### src/rbd_div.sv
// restoring divider, one quotient bit per cycle, three channels together
module rbd_div #(
    parameter int NW = 24
) (
    input  logic          i_clk,
    input  logic          i_rst_n,
    input  logic          i_go,
    input  logic [NW-1:0] i_r,
    input  logic [NW-1:0] i_g,
    input  logic [NW-1:0] i_b,
    input  logic [NW-1:0] i_n,
    output logic          o_done,
    output logic [15:0]   o_pix
);
    localparam int CW = $clog2(NW + 1);
    logic [NW-1:0] r_qr, r_qg, r_qb, r_n;
    logic [NW:0]   r_rr, r_rg, r_rb;
    logic [CW-1:0] r_cnt;
    logic          r_busy, r_done;
    logic [NW:0]   tr, tg, tb;

    always_comb begin
        tr = {r_rr[NW-1:0], r_qr[NW-1]};
        tg = {r_rg[NW-1:0], r_qg[NW-1]};
        tb = {r_rb[NW-1:0], r_qb[NW-1]};
    end

    always_ff @(posedge i_clk) begin
        if (!i_rst_n) begin
            r_busy <= 1'b0;
            r_done <= 1'b0;
        end else begin
            r_done <= 1'b0;
            if (i_go) begin
                r_busy <= 1'b1;
                r_cnt  <= CW'(NW);
                r_qr <= i_r; r_qg <= i_g; r_qb <= i_b; r_n <= i_n;
                r_rr <= '0; r_rg <= '0; r_rb <= '0;
            end else if (r_busy) begin
                if (tr >= {1'b0, r_n}) begin
                    r_rr <= tr - {1'b0, r_n}; r_qr <= {r_qr[NW-2:0], 1'b1};
                end else begin
                    r_rr <= tr; r_qr <= {r_qr[NW-2:0], 1'b0};
                end
                if (tg >= {1'b0, r_n}) begin
                    r_rg <= tg - {1'b0, r_n}; r_qg <= {r_qg[NW-2:0], 1'b1};
                end else begin
                    r_rg <= tg; r_qg <= {r_qg[NW-2:0], 1'b0};
                end
                if (tb >= {1'b0, r_n}) begin
                    r_rb <= tb - {1'b0, r_n}; r_qb <= {r_qb[NW-2:0], 1'b1};
                end else begin
                    r_rb <= tb; r_qb <= {r_qb[NW-2:0], 1'b0};
                end
                r_cnt <= r_cnt - 1'b1;
                if (r_cnt == CW'(1)) begin
                    r_busy <= 1'b0;
                    r_done <= 1'b1;
                end
            end
        end
    end

    assign o_done = r_done;
    assign o_pix  = {r_qr[4:0], r_qg[5:0], r_qb[4:0]};
endmodule

### config.mk
export PLATFORM = sky130hd
export DESIGN_NAME = rbd_div
export DESIGN_NICKNAME = d
export VERILOG_FILES = /design/src/rbd_div.sv
export SDC_FILE = /design/constraint.sdc
export NUM_CORES = 1
export LEC_CHECK = 0
export ABC_AREA = 1
export BUFFER_PORTS_ARGS = -buffer_cell sky130_fd_sc_hd__buf_2
export CAP_MARGIN = 20
export CORE_MARGIN = 4
export CORE_UTILIZATION = 55
export CTS_CLUSTER_DIAMETER = 200
export DETAILED_ROUTE_END_ITERATION = 12
export GPL_TIMING_DRIVEN = 1
export PLACE_DENSITY = 0.75
export SLEW_MARGIN = 20
export SYNTH_ARGS = -nofsm -noshare
export SYNTH_HDL_FRONTEND = slang
export SYNTH_SLANG_ARGS = --single-unit
### constraint.sdc
create_clock -name i_clk -period 16.4 [get_ports i_clk]
set_input_delay 1.64 -clock i_clk [delete_from_list [all_inputs] [get_ports i_clk]]
set_output_delay 1.64 -clock i_clk [all_outputs]
set_load 0.01 [all_outputs]
==> impl_metrics.csv <==
group,metric,value,unit
status,status,"complete, no violations",
clocking,cts-root-buf,"clkbuf_16",
floorplanning,die_w,162,um
route,totalWireLength,33.1,mm
synthesis,synth_top_cell_by_area,"edfxtp_1",
route,via_count,11598,
synthesis,yosys_register_bits,175,
sta,tns,0,ns
critical_path,crit_path_end_kind,"flip-flop",
place,place.gp.congestion,0.931,
global_routing,grt_max_degree,78,
power_and_ir_drop,p_per_area,98.4,nW/um^2
route,drt_iter0_drc,857,
hold_path,hold_class,"flip-flop to flip-flop",
synthesis,yosys-top-cells-area,"edfxtp_1, nand2_1, inv_1",
clocking,h-tree-depth,4,
hold_path,hold_start,"r_qg[22]",
global_routing,antenna_found_initial,0,
sta,min_period,3.51,ns
sta,slew-limit-headroom,44.9,%
sta,max_freq,0.285,GHz
hold_path,holdPathStages,2,
final_layout,seq_area,5240,sq um
sta,post-route-period-util,21.4,%
floorplanning,initial_core_util,55.8,%
floorplanning,dieHeight,162,um
floorplanning,placementRows,56,
critical_path,crit_fanout,71,
route,ant_nets,0,
critical_path,critical_path_required,16.47,ns
final_layout,num_antenna_cells,0,
sta,setup_viol,0,
route,first_pass_iters,7,
clocking,cts.sink_count,175,
critical_path,startpoint_type,"input pin",
floorplanning,fp.coreArea,23500,sq um
critical_path,crit_start,"i_go",
synthesis,syn_area,13100,sq um
clocking,postCtsHoldBufs,0,
clocking,cts.path.max_buffers,2,
critical_path,arrival,3.59,ns
synthesis,postSynthAreaPerCell,7.02,sq um
synthesis,synth_top_area_share,39.7,%
sta,rsz0062_at_grt,"no",
synthesis,ys.warnings.count,0,
power_and_ir_drop,peakVddDrop,0.0000830,V
place,hpwl,25.4,mm
sta,tightest_slew,0.826,ns
sta,hold_viol,0,
floorplanning,io-pin-count,116,
clocking,post-cts-setup-buffers,0,
hold_path,min_to,"r_qg[23]",
sta,clock_skew,0.0162,ns
route,drc,0,
final_layout,most-common-layout-cells,"nand2_1, inv_1, nor2_1",
global_routing,track_usage,25.6,%
synthesis,syn_inst,1867,
final_layout,fin_area,14400,sq um
power_and_ir_drop,p_leak,0.00765,uW
critical_path,critPathKind,"input pin to flip-flop",
place,place_ws,12.42,ns
critical_path,rr_worst_depth,14,
sta,setup_ws,12.89,ns
synthesis,synth_cell_type_count,39,
final_layout,area_growth,9.77,%
place,portBuffers,115,
place,placedInstanceArea,13800,sq um
final_layout,final_common_cell,"nand2_1",
final_layout,fillCellCount,2179,
final_layout,drive_gt1_share,9.40,%
route,viasPerCell,5.07,
floorplanning,die_area,26400,sq um
clocking,cts_buffers,17,
clocking,cts_tree,"yes",
final_layout,final_core_util,61.3,%
clocking,cts_resized,0,
route,wire_per_inst,14.5,um
critical_path,reg2reg_setup_slack,13.28,ns
final_layout,fin_nets,2131,
final_layout,multi_input_area,6410,sq um
global_routing,grt_pass1_vias,11028,
clocking,clk_pin_slew,0.07,ns
synthesis,seq_area_frac_synth,40.0,%
critical_path,r2r_end,"r_rg[20]",
critical_path,rr_startpoint,"r_n[1]",
global_routing,grt.overflow.total,0,
flow_run,drv_cap,0,
synthesis,synth_nets,2043,
clocking,insertion_delay,0.44,ns
sta,slew_violations,0,
global_routing,grt_pass1_wl,54.2,mm
==> per-stage QoR <==
stage	power, uW	cells	hold WS, ns
2_1_floorplan	914	1867	0.422
3_3_place_gp	1000	2255	0.491
3_5_place_dp	1010	2255	0.499
4_1_cts	1420	2287	0.517
5_1_grt	1510	2287	0.531
6_report	1410	2287	0.515
==> routing by layer <==
metal	part of all wire, %	vias up	global-route usage [%]
met3	5.9	55	3.80
met1	46	5213	35.7
met2	45	357	41.7
met5	0	-	0
met4	2.5	0	7.65
li1	-	5973	-
==> cells by family after synthesis <==
kind of cell | synth area share (%)
fa+ha+maj | 7.53
compound gates | 3.41
simple gates | 35.7
buf+inv | 11.2
xor+xnor | 2.21
flops | 40.0
==> sequential cells by signal, indices dropped and copies added (netlist names) <==
name,count
r_n,24
r_qb,24
r_qg,24
r_qr,24
r_rb,24
r_rg,24
r_rr,24
r_cnt,5
o_done,1
r_busy,1
==> area by class of cell <==
class                           count  share of cell area [%]
Timing Repair Buffer              121                    4.32
Clock buffer                       17                    2.96
Clock inverter                     15                    1.16
Inverter                          297                    7.79
Tap cell                          319                    2.78
Sequential cell                   175                    36.4
Multi-Input combinational cell   1343                    44.6
==> where the power goes <==
group | internal (uW) | total, uW | switching [uW]
Clock | 205 | 410 | 204
Sequential | 544 | 564 | 19.8
Combinational | 152 | 441 | 290
==> critical path: stages <==
cell and delay [ns]:
buf_2 0.14, inv_4 0.25, a21oi_4 0.22, buf_4 0.55
buf_4 0.71
==> synth_stat cells (all sizes together) <==
| cell | number |
|---|---|
| ha | 74 |
| nand3b | 10 |
| nand4 | 24 |
| o21ai | 26 |
| nor4 | 1 |
| dfxtp | 2 |
| nand2 | 811 |
| xnor2 | 30 |
| a21o | 2 |
| nor2 | 206 |
| nor3 | 9 |
| nor2b | 1 |
| inv | 297 |
| a21oi | 43 |
| nand3 | 84 |
| buf | 37 |
| o21bai | 7 |
| clkbuf | 15 |
| fa | 3 |
| or2 | 3 |
| edfxtp | 173 |
| a21boi | 1 |
| xor2 | 3 |
| and2 | 5 |
==> worst max path at each step <==
| stage | end | slack [ns] | cells after the start |
|---|---|---|---|
| floorplan | r_busy | 6.23 | 6 |
| global placement | r_rg[13] | 12.46 | 5 |
| detailed placement | r_rb[17] | 12.42 | 5 |
| CTS | r_rr[13] | 12.87 | 5 |
| global route | r_rb[7] | 12.73 | 5 |
| finish | r_rg[13] | 12.89 | 5 |
Power figures use the tool's default switching activity.
