## src/rbd_pkg.sv

```systemverilog
package rbd_pkg;
    localparam int MAX_SRC_WIDTH_DEF  = 512;
    localparam int MAX_SRC_HEIGHT_DEF = 512;
    localparam int STEP_W  = 24;
    localparam int ORG_W   = 32;
    localparam int SIZE_W  = 10;
    localparam int COORD_W = 12;
    localparam int PIX_W   = 16;
    localparam logic [STEP_W-1:0] STEP_RESET = 24'd65536;
    localparam logic [SIZE_W-1:0] SIZE_RESET = 10'd512;
    localparam logic [2:0] REG_STEP     = 3'd0;
    localparam logic [2:0] REG_ORIGIN_X = 3'd1;
    localparam logic [2:0] REG_ORIGIN_Y = 3'd2;
    localparam logic [2:0] REG_SRC_W    = 3'd3;
    localparam logic [2:0] REG_SRC_H    = 3'd4;
    localparam logic OP_LOAD   = 1'b0;
    localparam logic OP_SAMPLE = 1'b1;

    typedef enum logic [3:0] {
        ST_IDLE, ST_MAPX, ST_MAPY, ST_SPAN, ST_READ, ST_DIV, ST_DONE
    } t_state;

    // mapping request to the span unit
    typedef struct packed {
        logic               go;
        logic [COORD_W-1:0] coord;
        logic [ORG_W-1:0]   origin;
        logic [12:0]        limit;
    } t_span_req;

    typedef struct packed {
        logic               done;
        logic signed [33:0] lo;
        logic signed [33:0] hi;
    } t_span_rsp;
endpackage

```

## src/rbd_span.sv

```systemverilog
// one axis: s0 = d*step, lo = trunc(s0), hi = trunc(s0+step<<16+0.5), clamped
module rbd_span (
    input  logic                  i_clk,
    input  logic                  i_rst_n,
    input  logic [rbd_pkg::STEP_W-1:0] i_step,
    input  rbd_pkg::t_span_req    i_req,
    output rbd_pkg::t_span_rsp    o_rsp
);
    logic signed [33:0] r_d;
    logic signed [24:0] r_st;
    logic signed [59:0] r_plo, r_phi, n_plo, n_phi;
    logic signed [59:0] r_s0;
    logic signed [12:0] r_lim;
    logic [2:0]         r_ph;
    logic signed [33:0] r_a, r_e, n_a, n_e;
    logic signed [59:0] v1;
    logic               take;

    // a new request is taken while idle or in the done cycle
    assign take = i_req.go && ((r_ph == 3'd0) || (r_ph == 3'd5));

    // 34x25 product split into two 17-bit partial products, the low one registered first, then the high one
    always_comb begin
        n_plo = $signed({1'b0, r_d[16:0]}) * r_st;   // low digits, unsigned
        n_phi = $signed(r_d[33:17]) * r_st;          // high digits, signed
        v1 = r_s0 + ($signed({1'b0, r_st}) <<< 16) + (60'sd1 <<< 31);
        n_a = (r_s0 >= 0) ? 34'(r_s0 >>> 32) : -34'((-r_s0) >>> 32);
        n_e = (v1 >= 0) ? 34'(v1 >>> 32) : -34'((-v1) >>> 32);
    end

    always_ff @(posedge i_clk) begin
        if (!i_rst_n) begin
            r_ph <= 3'd0;
        end else begin
            case (r_ph)
                3'd0: if (take) r_ph <= 3'd1;
                3'd1: r_ph <= 3'd2;
                3'd2: r_ph <= 3'd3;
                3'd3: r_ph <= 3'd4;
                3'd4: r_ph <= 3'd5;
                default: r_ph <= take ? 3'd1 : 3'd0;
            endcase
        end
        if (take) begin
            r_d   <= ($signed({22'd0, i_req.coord}) <<< 16)
                     - 34'($signed(i_req.origin));
            r_st  <= $signed({1'b0, i_step});
            r_lim <= $signed(i_req.limit);
        end
        case (r_ph)
            3'd1: r_plo <= n_plo;
            3'd2: r_phi <= n_phi;
            3'd3: r_s0 <= (r_phi <<< 17) + r_plo;
            3'd4: begin
                r_a <= n_a;
                r_e <= (n_e <= n_a) ? n_a + 34'sd1 : n_e;
            end
            3'd5: begin
                if (r_a < 0) r_a <= '0;
                if (r_e > 34'(r_lim)) r_e <= 34'(r_lim);
            end
            default: ;
        endcase
    end

    assign o_rsp.done = (r_ph == 3'd5);
    assign o_rsp.lo   = (r_ph == 3'd5) ? ((r_a < 0) ? 34'sd0 : r_a) : r_a;
    assign o_rsp.hi   = (r_ph == 3'd5) ? ((r_e > 34'(r_lim)) ? 34'(r_lim) : r_e) : r_e;
endmodule

```

## config.mk

```make
export PLATFORM = sky130hd
export DESIGN_NAME = rbd_span
export DESIGN_NICKNAME = d
export VERILOG_FILES = /design/src/rbd_pkg.sv /design/src/rbd_span.sv
export SDC_FILE = /design/constraint.sdc
export NUM_CORES = 2
export LEC_CHECK = 0
export ABC_CLOCK_PERIOD_IN_PS = 7800
export BUFFER_PORTS_ARGS = -buffer_cell sky130_fd_sc_hd__buf_2
export CAP_MARGIN = 0
export CORE_MARGIN = 1
export CORE_UTILIZATION = 30
export CTS_BUF_LIST = sky130_fd_sc_hd__clkbuf_16
export DETAILED_ROUTE_END_ITERATION = 16
export PLACE_DENSITY = 0.43
export RECOVER_POWER = 25
export SLEW_MARGIN = 30
export SYNTH_ARGS = -nofsm -noshare
export SYNTH_HDL_FRONTEND = slang
export SYNTH_SLANG_ARGS = --single-unit
```

## constraint.sdc

```tcl
create_clock -name i_clk -period 7.8 [get_ports i_clk]
set_clock_uncertainty 0.2 [all_clocks]
set_input_delay 1.56 -clock i_clk [delete_from_list [all_inputs] [get_ports i_clk]]
set_output_delay 1.56 -clock i_clk [all_outputs]
set_load 0.02 [all_outputs]
```

==> impl_results.md <==
- Synth area leader: fa_1
- Post-synth top area share: between 20 and 30%
- Die height: ~390 µm
- I/O Pins: about 150
- Crit end category: register
- DR WL/cell: 19.30 µm
- CP startpoint kind: register
- Syn nets: 5,917
- R2R Setup Slk: 0.24 ns
- Critical path origin: r_st[1]$_DFFE_PP_
- Status: finished with violations
- Reg2reg start: r_st[1]$_DFFE_PP_
- CP most frequent cell: fa_1
- Fin nets: slightly above 6,000
- Period utilisation layout: 96.86%
- Num CTS Buffers: 42
- EDFF count, synth: 280
- Worst path slowest cell: fa_1
- Starting Density: a little under a third
- Share of cells above drive strength 1: 11.55%
- Synth Instances: 4,787
- H-tree lvl count: 2
- Clk slew on worst S/H paths: 0.06 ns
- YS warnings: 0
- Clock sink total: about 280
- Slew Limit Headroom: -159.7%
- Largest net degree at the start of global routing: 70
- WL final: around 140,000 µm
- Vias in the first global route: about 35,000
- Synthesized flop and latch total: 283
- Cell Area, Synth: roughly 45,000 µm²
- Drt pass-1 iters: 5
- Iter 0 DRT Violations: 1,789
- Clock Latency Late Sink: about 0.60 ns
- HPWL Detailed: around 110,000 µm
- Overall Global Routing Usage: 18.00%
- First-pass GRT wire length: 209,200 µm
- Final hold vios: 0
- Core footprint: roughly 150,000 µm²
- Gpl congestion: about 0.90
- HP Start: r_plo[6]$_DFFE_PP_
- Die X: just under 400 µm
- Hold-fix buffers, CTS: 0
- Most frequent cells in the layout: 753 x inv_1, 712 x nand2_1, 636 x fa_1
- Worst EP required: about 8 ns
- Clock Path Buffers: 3
- Crit-path max cell delay: between 0.5 and 0.6 ns
- CP arrival: about 7.7 ns
- Syn_area_per_cell: between 9 and 10 µm²
- Most common cell after layout, fill and taps aside: inv_1
- Failing checks: capacitance limit, slew limit
- Setup CP Type: register to register
- Area grow syn2layout: 13.90%
- Overflow after GRT: 0
- Async S/R FF share, synth: 0%
- Max-cap viol count: 4
- Hold/Removal Path Class: register to register
- CTS Root Cell: clkbuf_16
- Final TNS setup: 0 ns
- Die area: about 150,000 µm²
- DR vias/cell: between 4 and 5
- CP Max Fanout: 12
- Detailed-route DRC error count: 0
- Fillers: 15,413
- Min Tclk post-route: 7.555 ns
- Remaining antenna violation count: 0
- Slew Viols, Final: 216
- Ys flop type: edfxtp_1
- Std-Cell Rows: around 140
- Fmax: 132.4 MHz
- CTS tree: built
- Initial antenna violation count: 6
- Count of different cell masters after synthesis: approximately 110
- Top cells by area, synth: fa_1 29%, edfxtp_1 19%, ha_1 11%
- Sequential-to-total area share from yosys stat: a little under a fifth
- Vias: 33,532
- Worst slew pin tran: around 3.9 ns
- # port buffers: around 150
- # setup viols final: 0
[synth_stat cells, types with 28 or more instances]
cell / number
o21ai_0: 141
a21o_1: 77
nand3b_1: 30
xnor2_1: 163
fa_1: 637
inv_1: 751
edfxtp_1: 280
and2_1: 315
nor2_1: 177
clkbuf_1: 178
and3_1: 37
nand4_1: 40
xor2_1: 74
nand2b_1: 53
or3_1: 28
nor2b_1: 30
ha_1: 409
a21oi_1: 157
nor3_1: 55
nand3_1: 62
nand2_1: 713
[flip-flops by register name, indices dropped and copies added (netlist names)]
name / flops
r_a: 34
r_d: 33
r_e: 34
r_lim: 13
r_ph: 3
r_phi: 41
r_plo: 41
r_s0: 60
r_st: 24
[layer usage]
layer  global-route usage [%]  share of wire, %  vias up
met3                    2.439               4.0      157
met4                    5.087               2.9        6
li1                         -                 -    16039
met2                    29.89                47      603
met1                    24.38                47    16727
met5                        0             0.024        -
[final timing paths]
| path | endpoint | cells past startpoint |
|---|---|---|
| worst max-delay path | r_plo[40]$_DFFE_PP_ | 26 |
| worst min-delay path | r_s0[6]$_DFFE_PN_ | 0 |
| worst max register to register | r_plo[40]$_DFFE_PP_ | 26 |
| worst min register to register | r_s0[6]$_DFFE_PN_ | 0 |
[metrics by stage]
step                      area, µm²  cells  hold slack [ns]  utilization [%]  worst slack, ns
after floorplan               44540   4787           0.2003                -           0.3690
after global placement        48690   6890           0.2010            33.02       -0.0003184
after detailed placement      48690   6890           0.2045            33.02         -0.07976
after CTS                     50010   6962           0.2165            33.91          0.01479
after global routing          50710   7003           0.2197            34.39         -0.06389
final                         50720   7007           0.2174            34.39           0.2446
[critical path, delay by kind of cell, from the launching register on]
kind | cells | cell delay (ns)
and+or+nand+nor | 2 | 0.40
adders and majority gates | 7 | 3.40
xor gates and xnor gates | 1 | 0.08
AOI/OAI and AO/OA | 10 | 2.18
DFF | 1 | 0.40
buffers and inverters | 6 | 0.63
[what timing repair did]
| action | CTS | global route |
|---|---|---|
| setup buffers | 0 | 33 |
| pin swaps | 0 | 23 |
| resized for setup | 2 | 69 |
| setup endpoints to repair | 22 | 49 |
| cloned | 0 | 8 |
[cells by family (layout without fill, tap and decap cells)]
kind of cell	Yosys count	in the layout	synth area share, %
other	0	4	0
adder cells (fa/ha/maj)	1046	1046	40.12
AND/OR/NAND/NOR	1666	1666	18.84
multiplexers	15	15	0.3427
XOR/XNOR	237	237	4.661
buffers and inverters	956	1242	8.344
flip-flops	283	283	19.01
AO/OA/AOI/OAI	584	584	8.673
[cell type report]
class / count / area (µm²) / share of cell area (%)
Multi-Input combinational cell: 3548 / 32610 / 64.28
Antenna cell: 4 / 10.01 / 0.01973
Inverter: 751 / 2823 / 5.565
Clock inverter: 30 / 255.2 / 0.5032
Sequential cell: 283 / 8468 / 16.69
Timing Repair Buffer: 419 / 3095 / 6.102
Tap cell: 1930 / 2415 / 4.761
Clock buffer: 42 / 1051 / 2.072
Power is left out: the tool's default activity adds up to more than one toggle a clock period on the data nets, which glitch-free logic cannot reach.
